$ cat src/rtl/ipv4_frame_receive_checker_unit_assert.svh
// ---------------------------------------------------------------------------
// IPv4 frame receive checker assertion macros
// Shorthand for the concurrent checks at the end of the top level.
// ---------------------------------------------------------------------------
`ifndef IPV4_FRAME_RECEIVE_CHECKER_UNIT_ASSERT_SVH
`define IPV4_FRAME_RECEIVE_CHECKER_UNIT_ASSERT_SVH

// Same-cycle implication, disabled while reset is high.
`define IPV4RC_ASSERT_SAME(label, clk, rst, ante, cons, msg) \
  label: assert property (@(posedge clk) disable iff (rst) (ante) |-> (cons)) \
    else $error(msg);

// Next-cycle implication, disabled while reset is high.
`define IPV4RC_ASSERT_NEXT(label, clk, rst, ante, cons, msg) \
  label: assert property (@(posedge clk) disable iff (rst) (ante) |=> (cons)) \
    else $error(msg);

`endif

$ cat src/rtl/ipv4rc_pkg.sv
// ---------------------------------------------------------------------------
// IPv4 frame receive checker package
// Request and result types, frame positions and verdict codes.
// ---------------------------------------------------------------------------
package ipv4rc_pkg;

  // Frame byte positions.
  localparam logic [5:0] POS_TYPE_HI  = 6'd12;
  localparam logic [5:0] POS_TYPE_LO  = 6'd13;
  localparam logic [5:0] HDR_START    = 6'd14;
  localparam logic [5:0] POS_PROTO    = 6'd23;
  localparam logic [5:0] POS_CHECK_LO = 6'd25;
  localparam logic [5:0] HDR_END      = 6'd34;

  localparam logic [15:0] TYPE_IPV4 = 16'h0800;
  localparam logic [15:0] TYPE_ARP  = 16'h0806;
  localparam logic [3:0]  IP_VERSION_4 = 4'd4;

  localparam logic [7:0] PROTO_ICMP = 8'd1;
  localparam logic [7:0] PROTO_TCP  = 8'd6;
  localparam logic [7:0] PROTO_UDP  = 8'd17;

  // Verdict codes.
  localparam logic [3:0] VERDICT_OTHER_TYPE  = 4'd0;
  localparam logic [3:0] VERDICT_ARP         = 4'd1;
  localparam logic [3:0] VERDICT_TOO_SHORT   = 4'd2;
  localparam logic [3:0] VERDICT_BAD_VERSION = 4'd3;
  localparam logic [3:0] VERDICT_BAD_CHECK   = 4'd4;
  localparam logic [3:0] VERDICT_ICMP        = 4'd5;
  localparam logic [3:0] VERDICT_TCP         = 4'd6;
  localparam logic [3:0] VERDICT_UDP         = 4'd7;
  localparam logic [3:0] VERDICT_OTHER_PROTO = 4'd8;

  typedef struct packed {
    logic [7:0] data_byte;
    logic       last_byte;
  } in_item_t;

  typedef struct packed {
    logic [3:0] verdict;
    logic [7:0] protocol_number;
  } out_item_t;

  // Frame state as it stands after the current byte has been taken.
  typedef struct packed {
    logic [5:0]  count;
    logic [15:0] frame_type;
    logic [3:0]  version_nibble;
    logic [7:0]  protocol_held;
    logic [15:0] word_sum;
    logic [15:0] received_check;
  } frame_view_t;

endpackage

$ cat src/rtl/ipv4rc_parse.sv
// ---------------------------------------------------------------------------
// IPv4 frame receive checker byte parser
// Holds the per-frame state and folds each byte into it.
// ---------------------------------------------------------------------------
module ipv4rc_parse import ipv4rc_pkg::*; (
  input  logic        clk,
  input  logic        rst,
  input  logic        take,
  input  in_item_t    item,
  output frame_view_t view
);

  logic [5:0]  byte_position;
  logic [15:0] frame_type;
  logic [3:0]  version_nibble;
  logic [7:0]  protocol_held;
  logic [15:0] word_sum;
  logic [15:0] received_check;
  logic [7:0]  high_byte_hold;
  logic [7:0]  high_byte_hold_next;

  logic        in_hdr;
  logic [15:0] word;
  logic [16:0] sum_wide;

  always_comb begin
    in_hdr   = (byte_position >= HDR_START) && (byte_position < HDR_END);
    word     = {high_byte_hold, item.data_byte};
    sum_wide = {1'b0, word_sum} + {1'b0, word};

    view                = '0;
    view.count          = byte_position;
    view.frame_type     = frame_type;
    view.version_nibble = version_nibble;
    view.protocol_held  = protocol_held;
    view.word_sum       = word_sum;
    view.received_check = received_check;
    high_byte_hold_next = high_byte_hold;

    if (byte_position < HDR_END) begin
      view.count = byte_position + 6'd1;
    end
    if (byte_position == POS_TYPE_HI) begin
      view.frame_type = {item.data_byte, 8'h00};
    end else if (byte_position == POS_TYPE_LO) begin
      view.frame_type = {frame_type[15:8], item.data_byte};
    end
    if (in_hdr) begin
      if (byte_position == HDR_START) begin
        view.version_nibble = item.data_byte[7:4];
      end
      if (byte_position == POS_PROTO) begin
        view.protocol_held = item.data_byte;
      end
      if (!byte_position[0]) begin
        high_byte_hold_next = item.data_byte;
      end else if (byte_position == POS_CHECK_LO) begin
        view.received_check = word;
      end else begin
        // End-around carry keeps the running sum folded to 16 bits.
        view.word_sum = sum_wide[15:0] + {15'd0, sum_wide[16]};
      end
    end
  end

  always_ff @(posedge clk) begin
    if (rst || (take && item.last_byte)) begin
      byte_position  <= '0;
      frame_type     <= '0;
      version_nibble <= '0;
      protocol_held  <= '0;
      word_sum       <= '0;
      received_check <= '0;
      high_byte_hold <= '0;
    end else if (take) begin
      byte_position  <= view.count;
      frame_type     <= view.frame_type;
      version_nibble <= view.version_nibble;
      protocol_held  <= view.protocol_held;
      word_sum       <= view.word_sum;
      received_check <= view.received_check;
      high_byte_hold <= high_byte_hold_next;
    end
  end

endmodule

$ cat src/rtl/ipv4rc_classify.sv
// ---------------------------------------------------------------------------
// IPv4 frame receive checker classifier
// Turns the finished frame state into one verdict.
// ---------------------------------------------------------------------------
module ipv4rc_classify import ipv4rc_pkg::*; (
  input  frame_view_t view,
  output out_item_t   result
);

  logic [15:0] computed_check;

  always_comb begin
    computed_check = ~view.word_sum;
    result         = '0;
    if (view.count < HDR_START) begin
      result.verdict = VERDICT_TOO_SHORT;
    end else if (view.frame_type == TYPE_IPV4) begin
      if (view.count > POS_PROTO) begin
        result.protocol_number = view.protocol_held;
      end
      if (view.count < HDR_END) begin
        result.verdict = VERDICT_TOO_SHORT;
      end else if (view.version_nibble != IP_VERSION_4) begin
        result.verdict = VERDICT_BAD_VERSION;
      end else if (computed_check != view.received_check) begin
        result.verdict = VERDICT_BAD_CHECK;
      end else begin
        case (view.protocol_held)
          PROTO_ICMP: result.verdict = VERDICT_ICMP;
          PROTO_TCP:  result.verdict = VERDICT_TCP;
          PROTO_UDP:  result.verdict = VERDICT_UDP;
          default:    result.verdict = VERDICT_OTHER_PROTO;
        endcase
      end
    end else if (view.frame_type == TYPE_ARP) begin
      result.verdict = VERDICT_ARP;
    end else begin
      result.verdict = VERDICT_OTHER_TYPE;
    end
  end

endmodule

$ cat src/rtl/ipv4_frame_receive_checker_unit.sv
// ---------------------------------------------------------------------------
// IPv4 frame receive checker
// Checks the IPv4 header of an Ethernet frame fed one byte per request.
// ---------------------------------------------------------------------------
//
//   Channel  Handshake             Payload
//   -------  --------------------  -------------------------------------
//   in       in_valid / in_ready   in_data  : data_byte, last_byte
//   out      out_valid / out_ready out_data : verdict, protocol_number
//
// One byte request is taken per cycle unless a last byte waits behind a
// stalled verdict. A request lands in the input register. When it
// advances it is folded into the frame state, and the verdict for a last
// byte is written to the result register, which offers it on the output.
// The rate is set by the checksum accumulate in the parser.
// Reset is synchronous and returns all frame state to the start of a frame.
// A stalled result only holds back the pipeline when a last byte is waiting.
//
`include "ipv4_frame_receive_checker_unit_assert.svh"

module ipv4_frame_receive_checker_unit import ipv4rc_pkg::*; (
  input  logic      clk,
  input  logic      rst,
  input  logic      in_valid,
  output logic      in_ready,
  input  in_item_t  in_data,
  output logic      out_valid,
  input  logic      out_ready,
  output out_item_t out_data
);

  // Input register.
  in_item_t    in_q;
  logic        in_q_valid;

  // Result register.
  out_item_t   res;
  logic        res_valid;

  logic        advance;
  frame_view_t view;
  out_item_t   result;

  // A byte without the last flag never needs the result register, so it
  // moves on even while a verdict is stalled at the output.
  assign advance  = in_q_valid && (!in_q.last_byte || !res_valid || out_ready);
  assign in_ready = !in_q_valid || advance;

  always_ff @(posedge clk) begin
    if (rst) begin
      in_q_valid <= 1'b0;
    end else if (in_valid && in_ready) begin
      in_q_valid <= 1'b1;
    end else if (advance) begin
      in_q_valid <= 1'b0;
    end
  end

  always_ff @(posedge clk) begin
    if (in_valid && in_ready) begin
      in_q <= in_data;
    end
  end

  ipv4rc_parse u_parse (
    .clk  (clk),
    .rst  (rst),
    .take (advance),
    .item (in_q),
    .view (view)
  );

  ipv4rc_classify u_classify (
    .view   (view),
    .result (result)
  );

  always_ff @(posedge clk) begin
    if (rst) begin
      res_valid <= 1'b0;
    end else if (advance && in_q.last_byte) begin
      res_valid <= 1'b1;
    end else if (out_ready) begin
      res_valid <= 1'b0;
    end
  end

  always_ff @(posedge clk) begin
    if (advance && in_q.last_byte) begin
      res <= result;
    end
  end

  assign out_valid = res_valid;
  assign out_data  = res;

  // A last byte that moves on must leave a verdict behind it.
  `IPV4RC_ASSERT_NEXT(a_last_gives_result, clk, rst,
    advance && in_q.last_byte, res_valid, "last byte left no verdict")

  // A byte without the last flag must not create a verdict.
  `IPV4RC_ASSERT_NEXT(a_no_invented_result, clk, rst,
    !res_valid && !(advance && in_q.last_byte), !res_valid,
    "verdict appeared without a last byte")

  // Verdict codes stop at the other-protocol code.
  `IPV4RC_ASSERT_SAME(a_verdict_range, clk, rst,
    res_valid, res.verdict <= VERDICT_OTHER_PROTO, "verdict code out of range")

  // Frames that are not IPv4 never report a protocol byte.
  `IPV4RC_ASSERT_SAME(a_non_ip_no_proto, clk, rst,
    res_valid && (res.verdict == VERDICT_ARP || res.verdict == VERDICT_OTHER_TYPE),
    res.protocol_number == 8'd0, "protocol reported for non-IPv4 frame")

endmodule
$ cat config.mk
export PLATFORM = sky130hd
export DESIGN_NAME = ipv4_frame_receive_checker_unit
export DESIGN_NICKNAME = d
export VERILOG_FILES = /design/src/rtl/ipv4rc_pkg.sv /design/src/rtl/ipv4rc_parse.sv /design/src/rtl/ipv4rc_classify.sv /design/src/rtl/ipv4_frame_receive_checker_unit.sv
export VERILOG_INCLUDE_DIRS = /design/src /design/src/rtl
export SDC_FILE = /design/constraint.sdc
export NUM_CORES = 1
export LEC_CHECK = 0
export ABC_CLOCK_PERIOD_IN_PS = 4950
export CAP_MARGIN = 40
export CORE_AREA = 2 2 104 106
export DETAILED_ROUTE_END_ITERATION = 12
export DIE_AREA = 0 0 106 108
export DONT_BUFFER_PORTS = 1
export PLACE_DENSITY = 0.83
export SYNTH_ARGS = -nofsm -noshare
export SYNTH_HDL_FRONTEND = slang
export SYNTH_SLANG_ARGS = --single-unit
$ cat constraint.sdc
create_clock -name clk -period 4.95 [get_ports clk]
set_clock_uncertainty 0.1 [all_clocks]
set_input_delay 0.99 -clock clk [delete_from_list [all_inputs] [get_ports clk]]
set_output_delay 0.99 -clock clk [all_outputs]
set_load 0.02 [all_outputs]
-- Word-level counts from Yosys, hierarchy flattened
Index checks and enable logic that the tools add are counted.
- add/sub/neg operators: 3
- reduce and logical (&&, ||, !) cells: 15
- mux-type cells: 19
- bitwise logic cells: 4
- $lt $le $gt $ge: 5
- eq/ne operators: 12
- operators by type and width (operator ; number):
    $mux 16 ; 3
    $mux 44 ; 1
    $eq 16x12->1 const B ; 2
    $mux 32 ; 1
    $mux 4 ; 5
    $eq 6x4->1 const B ; 3
    $add 16x16->17 ; 1
    $add 16x1->16 ; 1
    $mux 8 ; 2
    $ne 16x16->1 ; 1
    $not 16->16 ; 1
    $eq 6x5->1 const B ; 2
    $lt 6x6->1 const B ; 2
    $pmux 4 s3 ; 1
    $eq 8x1->1 const B ; 1
    $eq 8x3->1 const B ; 1
    $eq 8x5->1 const B ; 1
    $add 6x1->6 const B ; 1
    $ge 6x4->1 const B ; 1
    $gt 6x5->1 const B ; 1
    $lt 6x4->1 const B ; 1
    $mux 6 ; 1
    $mux 1 ; 5
    $logic_and 1x1->1 ; 4
    other kinds (7) ; 15
- register bits after elaboration: 97
- input port bits: 13
- output and inout bits: 14

-- Longest topological paths before layout
- word-level depth: 11
- mapped depth: 23
- mapped depth without buffers: 22

-- Hierarchy
From an unflattened synthesis, not the netlist that was laid out.
- cells, all modules: 631
- area total of the unflattened synthesis: 5893.2 um^2
- by module, submodules not included (module ; seq. area each (um^2) ; times used ; cells each ; area an instance (um^2)):
    ipv4rc_parse ; 1481.4 ; 1 ; 537 ; 4705.8
    ipv4_frame_receive_checker_unit ; 670.6 ; 1 ; 33 ; 734.5
    ipv4rc_classify ; 0.0 ; 1 ; 61 ; 452.9

-- Worst setup path before layout
No wires, ideal clock.
- kind: flip-flop to flip-flop
- start: register in_q[1] (netlist bit)
- end: register res, in the netlist out_data[8] (data pin)
- buffers on the path: 1
- stages on the path, launching flop included: 24
- data arrival time: 4845 ps
- clock period less this slack: 5076 ps
- data required time: 4719 ps
- library setup time: 131 ps
- slack: -126 ps
- path through: edfxtp_1 -> ha_1 -> fa_1 -> a211oi_2 -> o21ai_1 -> a311oi_2 -> o21ai_0 -> a21oi_1 -> nor2b_1 -> o21ai_0 -> nand2b_1 -> ha_1 -> ha_1 -> nand2_1 -> nor2b_1 -> and4_1 -> buf_6 -> nand3_2 -> xor2_1 -> xnor2_1 -> or4_1 -> o41a_1 -> o41ai_2 -> a31o_1
- cells in the longest elaborated chain, start to end: 11
- ends and longest elaborated chain (what ; RTL line ; text):
    from (decl) ; ipv4_frame_receive_checker_unit.sv:33 ; in_item_t in_q;
    from (signal assigned) ; ipv4_frame_receive_checker_unit.sv:61 ; in_q <= in_data;
    $add 16x16->17 ; ipv4rc_parse.sv:29 ; sum_wide = {1'b0, word_sum} + {1'b0, word};
    $add 16x1->16 ; ipv4rc_parse.sv:61 ; view.word_sum = sum_wide[15:0] + {15'd0, sum_wide[16]};
    $mux 16 ; ipv4rc_parse.sv:57 ; end else if (byte_position == POS_CHECK_LO) begin
    $mux 32 ; ipv4rc_parse.sv:55 ; if (!byte_position[0]) begin
    $mux 44 ; ipv4rc_parse.sv:48 ; if (in_hdr) begin
    $not 16->16 ; ipv4rc_classify.sv:13 ; computed_check = ~view.word_sum;
    $ne 16x16->1 ; ipv4rc_classify.sv:25 ; end else if (computed_check != view.received_check) begin
    $mux 4 ; ipv4rc_classify.sv:25 ;
    $mux 4 ; ipv4rc_classify.sv:23 ; end else if (view.version_nibble != IP_VERSION_4) begin
    $mux 4 ; ipv4rc_classify.sv:21 ; if (view.count < HDR_END) begin
    $mux 4 (*) ; ipv4rc_classify.sv:17 ; end else if (view.frame_type == TYPE_IPV4) begin
    to (signal assigned) ; ipv4_frame_receive_checker_unit.sv:90 ; res <= result;
    to (decl) ; ipv4_frame_receive_checker_unit.sv:37 ; out_item_t res;
Every way passes the cells marked *; elsewhere a longest branch is shown, timed or not.
A chain may end at the register's enable or synchronous reset.

-- Worst setup path in the final report
Ends and elaborated chain as after synthesis.

==> impl.org <==
** Critical path
- Critical-path top delay cell :: sky130_fd_sc_hd__or4_1
- Family with the most delay on the worst path :: compound AO/OA/AOI/OAI gates
- Logic depth of the worst path, buffers included :: 22
- Required time of the critical path :: 5.10 ns
- Along the worst path, the maximum fanout reaches 4.
- Startpoint type of the worst setup path :: register
- Worst path cell trace :: ha_4 -> fa_2 -> a211oi_4 -> o21ai_2 -> a311oi_2 -> o21ai_1 -> a21oi_1 -> nor2b_1 -> o21ai_1 -> nand2b_1 -> ha_2 -> ha_2 -> nand2_2 -> nor2b_1 -> and4_4 -> nand3_2 -> xor2_2 -> xnor2_1 -> or4_1 -> o41a_1 -> o41ai_2 -> a31o_1
- Startpoint-to-endpoint class of the critical path :: register to register
- Together, buffers and inverters on the worst path number 0.
- Counting cells, the worst reg-to-reg path comes to 22.
- Stage delay of the slowest cell on the critical path :: 0.54 ns
- Data arrives at the worst endpoint at 5.02 ns.
- Worst setup EP type :: register

** Floorplanning
- Die Width :: between 100 and 150 um
- I/O pin total :: 27
- Overall die area :: roughly 11000 sq um
- The floorplan has 37 rows.
- Core ar. :: 10230 sq um
- The die is around 110 um tall.
- Starting density of the core :: 57.37%

** Logic synthesis
- Net count after synthesis :: a little over 700
- Most area-hungry cell type in the Yosys netlist :: sky130_fd_sc_hd__dfxtp_1
- FF+latch count, synth :: 97
- Async SR Flop Fraction :: 0%
- Basic-gate share of the synthesized area counting and, or, nand and nor cells :: 22.47%
- The synthesized netlist devotes 16.46% of its cell area to compound gates.
- Mapped Avg Cell Area :: 8.568 sq um
- Part of the Yosys area used for sequential elements :: around 37%
- Top FF cell, synth :: sky130_fd_sc_hd__dfxtp_1
- Measured against the total synthesized area, the mux share comes to around 6.7%.
- Yosys warning total :: 0
- Proportion of netlist area held by the largest area contributor :: 25.92%
- Area contributors post-synth :: sky130_fd_sc_hd__dfxtp_1 26%, sky130_fd_sc_hd__edfxtp_1 11%, sky130_fd_sc_hd__mux2i_1 6.5%
- Combinational family with the most area after synthesis :: simple AND/OR/NAND/NOR gates
- EDFF count, synth :: 21
- Top cells by instance count after synthesis :: 100 x sky130_fd_sc_hd__nand2_1, 76 x sky130_fd_sc_hd__dfxtp_1, 68 x sky130_fd_sc_hd__nor2_1
- After Yosys synthesis, XOR and XNOR cells account for 9.358% of the synthesized area.
- Most frequent cell after synthesis :: sky130_fd_sc_hd__nand2_1
- The cell count after synthesis came out at 685.
- Of the total synthesized cell area, the portion taken by full adders, half adders and majority gates is 5.031%.
- The netlist uses 71 different library cells.
- After synthesis the cells add up to 5869 sq um.

** STA
- Final worst path period need :: 4.874 ns
- The count of final hold-check violations is 0.
- Ratio of final minimum period to clock period :: 98.47%
- Based on the critical path, the design can be clocked at up to 205.2 MHz.
- The final number of max-transition violations is 0.
- Final WS setup :: roughly 0.076 ns
- Worst-case headroom to the max-slew limit :: 53.44%
- Setup violations remaining at the end of the flow were counted as 0.
- Measured slew at the worst slew-check pin :: 0.6984 ns
- RSZ-0062 raised after global routing :: yes

** CTS
- Number of hold buffers added after CTS :: 0
- For the worst-skew pair, the clock arrives at the later sink with an insertion delay of 0.37 ns.
- The cell sitting at the root of the clock tree is a sky130_fd_sc_hd__clkbuf_8.
- Sinks on the clock net :: 97
- Bufs on Longest Clock Path :: 2
- TritonCTS built the clock tree.
- TritonCTS Buffers :: 9
- Clock-pin slew was measured on the worst setup and hold paths at 0.10 ns.
- CTS H-Tree Depth :: 3

** Route
- Detailed routing inserted a total of 5259 vias.
- The highest metal layer carrying signal wires in the routed design is met4.
- After detailed routing, the total wire length is 15080 um.
- Met1 Routed Length :: roughly 6300 um
- In this run, the number of DRC markers left after iteration 0 of detailed routing was roughly 430.
- In the routed layout, each cell is associated on average with a via count of 6.253.
- Met2 layer wire length in the routed design :: 7222 um
- 1st-pass router iterations :: 9
- Residual DRC count :: 0
- Routed wirelength normalized by instance count :: 17.93 um
- Summed over all nets, wire length on met3 after detailed routing comes to 1186 um.
- Antenna Nets Post-Route :: 0

** Place
- Worst slack, placed :: -0.1791 ns
- Half-perimeter wire length after detailed placement :: 10780 um
- Port buffering added 0 buffers.
- Final GP Congestion :: approximately 0.95

** Power and ir drop
- Sequential power share :: 57.8%
- For this design the static power due to leakage is 2.347 nW.
- Of the total power, combinational logic draws 8.5%.
- The completed layout was analyzed and its total power is roughly 1.4 mW.
- Sw Pwr :: 387.1 uW
- Fraction of power consumed by the clock network :: between 30% and 40%
- Worst vdd ir :: ~0.00017 V
- In this run switching power makes up 26.89% of total power.
- Dividing total power by cell area gives a power density of 223.0 nW/um^2.
- The internal portion of the total power is 1.052 mW.

** Cells and area
- Final net count :: 736
- Area added between synthesis and finish :: 9.977%
- Layout cells sized above 1 :: 13.19%
- Number of antenna diodes :: 0

** Global route
- For this run the aggregate overflow at the end of global routing stands at 0.
- The first global-routing pass estimated 23900 um of wire.
- Total track usage :: about a quarter
- Initial antenna violation count :: 0
- Entering global routing, the biggest net connects 30 pins.
- Number of global-route vias before repair :: 4837

** Flow run
- Max-Cap Viols :: 0

** Min path
- Worst hold-check path type :: register to register
- Count of cells along the worst hold path :: 2

** Outcome
- The run finished with clean final reports.
[registers in the layout (all words and copies together) (netlist names)]
name                    count
in_q                        9
in_q_valid                  1
out_data                   12
out_valid                   1
u_parse.byte_position       6
u_parse.frame_type         16
u_parse.high_byte_hold      8
u_parse.protocol_held       8
u_parse.received_check     16
u_parse.version_nibble      4
u_parse.word_sum           16
[kinds of logic (layout without fill, tap and decap cells)]
kind of cell	Yosys count	count (layout)
compound gates	144	144
xor+xnor	61	61
fa+ha+maj	23	23
buf+inv	49	69
flops	97	97
mux	39	39
simple gates	272	272
[per-stage QoR]
step           hold slack [ns]  setup TNS [ns]  utilization, %  instance area, sq um  instances
2_1_floorplan           0.3316               0               -                  5892        685
3_3_place_gp            0.3391        -0.02111           60.18                  6157        816
3_5_place_dp            0.3479         -0.3223           60.33                  6172        818
4_1_cts                 0.3617               0           62.42                  6386        836
5_1_grt                 0.3845         -0.3540           63.09                  6455        841
6_report                0.3601               0           63.09                  6455        841
[power groups by stage]
stage | combinational (mW) | clock, mW | sequential, mW
after floorplan | 0.0809 | 0 | 0.847
after global placement | 0.111 | 0 | 0.849
after detailed placement | 0.115 | 0 | 0.849
after CTS | 0.117 | 0.491 | 0.831
after global routing | 0.130 | 0.518 | 0.833
final | 0.122 | 0.486 | 0.832
[what timing repair did]
action / in CTS / in global routing
pin swaps: 14 / 13
setup buffers: 2 / 4
resized for setup: 8 / 7
endpoints found under the setup margin: 4 / 4
[layout by cell type (no fill, tap or decap), types with 3 or more instances in the layout]
| cell type | synthesis | final |
|---|---|---|
| sky130_fd_sc_hd__nor2b_1 | 8 | 8 |
| sky130_fd_sc_hd__xnor2_1 | 25 | 25 |
| sky130_fd_sc_hd__o211ai_1 | 4 | 4 |
| sky130_fd_sc_hd__nor4_1 | 7 | 6 |
| sky130_fd_sc_hd__nor2_1 | 68 | 68 |
| sky130_fd_sc_hd__and2_1 | 4 | 4 |
| sky130_fd_sc_hd__xor2_1 | 34 | 33 |
| sky130_fd_sc_hd__nand2_1 | 100 | 99 |
| sky130_fd_sc_hd__nor3b_1 | 3 | 3 |
| sky130_fd_sc_hd__and3_1 | 9 | 9 |
| sky130_fd_sc_hd__nor3_1 | 11 | 11 |
| sky130_fd_sc_hd__inv_1 | 12 | 12 |
| sky130_fd_sc_hd__nand2b_1 | 6 | 6 |
| sky130_fd_sc_hd__a211oi_1 | 20 | 20 |
| sky130_fd_sc_hd__a22oi_1 | 8 | 8 |
| sky130_fd_sc_hd__clkbuf_8 | 0 | 9 |
| sky130_fd_sc_hd__o31ai_1 | 6 | 6 |
| sky130_fd_sc_hd__o21ai_1 | 3 | 4 |
| sky130_fd_sc_hd__o21ai_0 | 9 | 7 |
| sky130_fd_sc_hd__ha_2 | 0 | 5 |
| sky130_fd_sc_hd__a21oi_1 | 60 | 59 |
| sky130_fd_sc_hd__nand3b_1 | 3 | 3 |
| sky130_fd_sc_hd__dfxtp_1 | 76 | 76 |
| sky130_fd_sc_hd__a311oi_1 | 3 | 3 |
| sky130_fd_sc_hd__mux2i_1 | 38 | 38 |
| sky130_fd_sc_hd__ha_1 | 22 | 16 |
| sky130_fd_sc_hd__a31oi_1 | 4 | 4 |
| sky130_fd_sc_hd__buf_4 | 0 | 40 |
| sky130_fd_sc_hd__or2_2 | 7 | 7 |
| sky130_fd_sc_hd__nand3_1 | 22 | 21 |
| sky130_fd_sc_hd__nand4_1 | 6 | 6 |
| sky130_fd_sc_hd__edfxtp_1 | 21 | 21 |
[worst paths after layout]
check,to,from,slack (ns)
max,out_data[8],in_q[1],0.08
min,u_parse.frame_type[1],u_parse.frame_type[1],0.36
max reg2reg,out_data[8],in_q[1],0.08
min reg2reg,u_parse.frame_type[1],u_parse.frame_type[1],0.36
[cell type report]
class,instances,area [sq um]
Fill cell,828,3776
Multi-Input combinational cell,539,3600
Sequential cell,97,2152
Timing Repair Buffer,41,307.8
Tap cell,136,170.2
Clock buffer,10,128.9
Clock inverter,6,51.30
Inverter,12,45.04
[worst register-to-register path: stages, from the launching register on]
cell                       delay [ns]
sky130_fd_sc_hd__edfxtp_1        0.44
sky130_fd_sc_hd__ha_4            0.19
sky130_fd_sc_hd__fa_2            0.39
sky130_fd_sc_hd__a211oi_4        0.29
sky130_fd_sc_hd__o21ai_2         0.11
sky130_fd_sc_hd__a311oi_2        0.30
sky130_fd_sc_hd__o21ai_1         0.09
sky130_fd_sc_hd__a21oi_1         0.14
sky130_fd_sc_hd__nor2b_1         0.06
sky130_fd_sc_hd__o21ai_1         0.11
sky130_fd_sc_hd__nand2b_1        0.10
sky130_fd_sc_hd__ha_2            0.19
sky130_fd_sc_hd__ha_2            0.18
sky130_fd_sc_hd__nand2_2         0.06
sky130_fd_sc_hd__nor2b_1         0.05
sky130_fd_sc_hd__and4_4          0.17
sky130_fd_sc_hd__nand3_2         0.09
sky130_fd_sc_hd__xor2_2          0.16
sky130_fd_sc_hd__xnor2_1         0.08
sky130_fd_sc_hd__or4_1           0.54
sky130_fd_sc_hd__o41a_1          0.42
sky130_fd_sc_hd__o41ai_2         0.33
sky130_fd_sc_hd__a31o_1          0.18
[routing by layer]
| layer | up-vias | global-route usage, % |
|---|---|---|
| li1 | 2483 | - |
| met1 | 2476 | 34.03 |
| met2 | 264 | 45.25 |
| met3 | 36 | 5.485 |
| met4 | 0 | 6.861 |
| met5 | - | 0 |
(Power assumes the default switching activity.)
